==> src/rtl/swtrm_pkg.sv <==
// Shared widths, reset values, register indexes and control types of the rate meter.
package swtrm_pkg;

	// Default depth of the window store
	localparam int unsigned FIFO_DEPTH_DEF = 1024;

	// Field widths
	localparam int unsigned TIME_W    = 31;
	localparam int unsigned BYTES_W   = 16;
	localparam int unsigned BITS_W    = BYTES_W + 3;
	localparam int unsigned WINDOW_W  = 31;
	localparam int unsigned SCALE_W   = 20;
	localparam int unsigned RATE_W    = 40;
	localparam int unsigned LOST_W    = 11;
	localparam int unsigned NUM_RATES = 5;

	// Stream and configuration port widths
	localparam int unsigned IN_DATA_W  = 48;
	localparam int unsigned IN_USER_W  = 3;
	localparam int unsigned OUT_DATA_W = 216;
	localparam int unsigned OUT_PAD_W  = OUT_DATA_W - NUM_RATES * RATE_W - LOST_W;
	localparam int unsigned OUT_USER_W = 1;
	localparam int unsigned CFG_IDX_W  = 2;
	localparam int unsigned CFG_DATA_W = 31;

	// Register indexes
	localparam logic [CFG_IDX_W-1:0] CFG_WINDOW = 2'd0;
	localparam logic [CFG_IDX_W-1:0] CFG_SCALE  = 2'd1;

	// Reset values and limits
	localparam logic [WINDOW_W-1:0] WINDOW_RESET = 31'd200000;
	localparam logic [SCALE_W-1:0]  SCALE_RESET  = 20'd5;
	localparam logic [RATE_W-1:0]   RATE_MAX     = 40'hFF_FFFF_FFFF;
	localparam logic [LOST_W-1:0]   LOST_MAX     = 11'd2047;

	// Rate classes, index into the sum bank
	localparam int unsigned RC_MEDIA = 0;
	localparam int unsigned RC_RTX   = 1;
	localparam int unsigned RC_PROBE = 2;
	localparam int unsigned RC_TOTAL = 3;
	localparam int unsigned RC_RECV  = 4;

	// One stored packet record
	typedef struct packed {
		logic [TIME_W-1:0]  send_time;
		logic [BYTES_W-1:0] packet_bytes;
		logic               rtx;
		logic               probe;
		logic               lost;
	} entry_t;

	// Controller to datapath
	typedef struct packed {
		logic load_item;
		logic pop;
		logic push;
		logic flag_ovf;
		logic mul;
		logic load_out;
	} dp_cmd_t;

	// Datapath to controller
	typedef struct packed {
		logic nonempty;
		logic full;
		logic stale;
	} dp_status_t;

endpackage

==> src/rtl/swtrm_ctrl.sv <==
// Sequencer of the rate meter: window test, pop loop, push, scaling and result hand-off.
module swtrm_ctrl (
	input  logic                 clk,
	input  logic                 arst_n,
	input  logic                 in_valid,
	output logic                 in_ready,
	output logic                 out_valid,
	input  logic                 out_ready,
	input  swtrm_pkg::dp_status_t status,
	output swtrm_pkg::dp_cmd_t    cmd
);
	import swtrm_pkg::*;

	typedef enum logic [2:0] {
		S_IDLE,
		S_TEST,
		S_WAIT,
		S_PUSH,
		S_MUL,
		S_OUT
	} state_t;

	state_t state_q;
	state_t state_d;
	logic   out_valid_q;
	logic   out_free;

	assign in_ready  = (state_q == S_IDLE);
	assign out_valid = out_valid_q;
	assign out_free  = !out_valid_q || out_ready;

	// Decode commands and next state
	always_comb begin
		cmd     = '0;
		state_d = state_q;
		unique case (state_q)
			S_IDLE: begin
				if (in_valid) begin
					cmd.load_item = 1'b1;
					state_d       = S_TEST;
				end
			end
			S_TEST: begin
				priority if (status.nonempty && status.stale) begin
					cmd.pop = 1'b1;
					state_d = S_WAIT;
				end else if (status.full) begin
					cmd.pop      = 1'b1;
					cmd.flag_ovf = 1'b1;
					state_d      = S_PUSH;
				end else begin
					cmd.push = 1'b1;
					state_d  = S_MUL;
				end
			end
			S_WAIT: begin
				// new head entry is being read
				state_d = S_TEST;
			end
			S_PUSH: begin
				cmd.push = 1'b1;
				state_d  = S_MUL;
			end
			S_MUL: begin
				cmd.mul = 1'b1;
				state_d = S_OUT;
			end
			S_OUT: begin
				if (out_free) begin
					cmd.load_out = 1'b1;
					state_d      = S_IDLE;
				end
			end
			default: state_d = S_IDLE;
		endcase
	end

	// Hold state and the result valid flag
	always_ff @(posedge clk or negedge arst_n) begin
		if (!arst_n) begin
			state_q     <= S_IDLE;
			out_valid_q <= 1'b0;
		end else begin
			state_q <= state_d;
			if (cmd.load_out) begin
				out_valid_q <= 1'b1;
			end else if (out_ready) begin
				out_valid_q <= 1'b0;
			end
		end
	end

endmodule

==> config.mk <==
export PLATFORM = sky130hd
export DESIGN_NAME = swtrm_ctrl
export DESIGN_NICKNAME = d
export VERILOG_FILES = /design/src/rtl/swtrm_pkg.sv /design/src/rtl/swtrm_ctrl.sv
export SDC_FILE = /design/constraint.sdc
export NUM_CORES = 1
export LEC_CHECK = 0
export BUFFER_PORTS_ARGS = -buffer_cell sky130_fd_sc_hd__buf_4
export CAP_MARGIN = 20
export CORE_AREA = 3 3 40 42
export DETAILED_ROUTE_END_ITERATION = 12
export DIE_AREA = 0 0 43 45
export HOLD_SLACK_MARGIN = 0.08
export PLACE_DENSITY = 0.53
export SLEW_MARGIN = 20
export SYNTH_ARGS = -nofsm -noshare
export SYNTH_HDL_FRONTEND = slang
export SYNTH_SLANG_ARGS = --single-unit
export TNS_END_PERCENT = 5
==> constraint.sdc <==
create_clock -name clk -period 1.7 [get_ports clk]
set_input_delay 0.255 -clock clk [delete_from_list [all_inputs] [get_ports clk]]
set_output_delay 0.255 -clock clk [all_outputs]
set_load 0.03 [all_outputs]
==> metrics.cfg <==
[outcome]
status = completed

[final_layout]
fin_nets = 55
area_growth_pct = 53.8
final_layout_size_suffix_gt1_share_pct = 41.3
final_common_cell = buf_4
final_area_sq_um = 408
final_cell_mix = buf_4, nand2_1, dfrtp_1
n_antenna_cell = 0

[clock_network]
cts_tree = built
root_buffer = clkbuf_4
cts.sinks = 4
h-tree-depth = 1
tritoncts.num_buffers = 3
ctsResizeCount = 0
clockBufferDepth = 2
clk_transition_reported_paths_ps = 40
clkLatencyLatePin_ps = 240

[die]
core_area_sq_mm = 0.00128
die_y_um = 45
initial_utilization_pct = 20.6
die_x_um = 43
die-area_sq_mm = 0.00194
io_pins = 15
num_rows = 13

[power]
p_int_uw = 411
p_comb_share_pct = 55.3
power.density_mw_per_mm2 = 1920
p_clk_share_pct = 15.0
vdd.ir_drop.worst_v = 0.000631
power_switching_uw = 372
p_leak_uw = 0.000197
swShare_pct = 47.5
p_seq_share_pct = 29.6

[logic_synthesis]
synth_warnings = 0
netlist.area_leader.share_pct = 37.7
synth_top_area_cell = dfrtp_1
syn_avg_cell_area_sq_um = 8.56
synthDistinctLibCells = 18
syn_nets = 38
synthCells = 31
yosysSeqAreaShare_pct = 37.7
ys_ff_latch = 4
synth_area_leaders = dfrtp_1, nor4b_1, nand2_1
synth_area_sq_um = 265

[timing]
drv_slew = 0
clock_skew_ps = 1.39
post-route-period-util_pct = 89.6
fin_setup_tns_ps = 0
fmax_mhz = 656
relSlewSlack_pct = 76.4
finalCriticalPeriod_ps = 1520
layout_setup_ws_ps = 176
timing.final.hold_violations = 0
rsz0062_at_grt = no
max_slew.worst_pin.slew_ps = 354
setup_viol = 0

[placed_design]
port_buffers = 14
globalplace.congestion = 0.682
dp_hpwl_um = 449
dpl_cell_area_sq_um = 375
pre_cts_slack_ps = 423

[setup_path]
cp_cell_sequence = nor4b_1 -> buf_4
required_ps = 1440
r2r_start = state_q[0]$_DFFE_PN0P_
critPathMaxFanout = 12
startpoint_type = flop
cpMaxStageDelayCell = dfrtp_1
cp-startpoint = state_q[2]$_DFFE_PN0P_
cpPeakStageDelay_ps = 490
cp-end-kind = primary output
arrival_ps = 1270
path_class = flop to primary output

[detailed_routing]
route.detailed.drc = 0
wl_um = 606
num_vias = 273
drt_iter0_markers = 2
ant_nets = 0
routedWlPerCell_um = 9.93
viasPerCell = 4.48
drtPass1Iterations = 3

[grt]
overflow = 0
met1_usage_pct = 7.54
grt_max_degree = 13
use_met2_pct = 9.58
antenna_found_initial = 0
gr-usage-all-layers_pct = 6.85
grt_pass1_vias = 232
grt_pass1_wl_um = 938
grt_use_met3_pct = 2.79
grt_busiest_layer = met2

[min_path]
hp-start = out_ready
hp-class = input pin to flop

[flow_run]
cap_violations = 0

## layout make-up
class                           count  area, sq um
Fill cell                         149          877
Multi-Input combinational cell     24          151
Timing Repair Buffer               15          115
Sequential cell                     4          100
Clock buffer                        3         22.5
Tap cell                           15         18.8
## power groups by stage
stage / clock (uW) / combinational, uW / sequential, uW
after floorplan: 0 / 363 / 175
after global placement: 0 / 435 / 235
after detailed placement: 0 / 436 / 234
after CTS: 117 / 439 / 233
after global routing: 131 / 466 / 244
final: 118 / 433 / 232
## registers in the layout, indices dropped and copies added, names as in the netlist
| name | flops |
|---|---|
| state_q | 3 |
| out_valid | 1 |
## cell usage after synthesis (all sizes together)
library cell  instances
nand2b                1
nor4b                 3
nor2b                 1
a21oi                 1
o21ai                 2
buf                   1
clkbuf                2
nor2                  2
a31oi                 1
and2                  1
nor3                  1
nand2                 5
mux2i                 1
or4                   1
nand3b                2
nor3b                 1
a21o                  1
dfrtp                 4
## per-layer routing
layer	up-vias	part of all wire, %
met5	-	0
met1	121	44
met4	0	3.1
met2	11	45
met3	2	7.3
li1	139	-
## metrics by stage
stage	std cells	hold WS, ps	power, uW	utilization, %
global placement	57	51.4	669	29.2
global route	61	323	841	31.7
CTS	61	311	789	31.7
floorplan	31	-40.6	539	-
detailed placement	57	50.8	670	29.2
finish	61	306	783	31.7
## kinds of logic (layout without fill, tap and decap cells)
family	after synthesis	count (layout)	synth area share, %
flip-flops	4	4	37.7
AND/OR/NAND/NOR	18	18	40.1
multiplexers	1	1	3.77
buffers and inverters	3	18	7.08
AO/OA/AOI/OAI	5	5	11.3
## path summary, 6_finish.rpt
| path | cells past startpoint | slack [ps] | to |
|---|---|---|---|
| max | 2 | 180 | cmd[4] |
| min | 3 | 310 | out_valid$_DFFE_PN0P_ |
| max reg2reg | 3 | 420 | state_q[0]$_DFFE_PN0P_ |
| min reg2reg | 2 | 530 | out_valid$_DFFE_PN0P_ |
| max in group asynchronous | 2 | 1250 | state_q[0]$_DFFE_PN0P_ |
| min in group asynchronous | 2 | 360 | state_q[1]$_DFFE_PN0P_ |
## critical path, delay by kind of cell (launching register included)
kind / cells / cell delay (ps)
buf+inv: 1 / 210
flops: 1 / 490
simple gates: 1 / 330
## repair_timing
action / 4_1_cts / 5_1_grt
hold buffers: 1 / 0
setup buffers: 0 / 0
setup endpoints to repair: 0 / 0
endpoints found under the hold margin: 4 / 0
(Power assumes the default switching activity.)
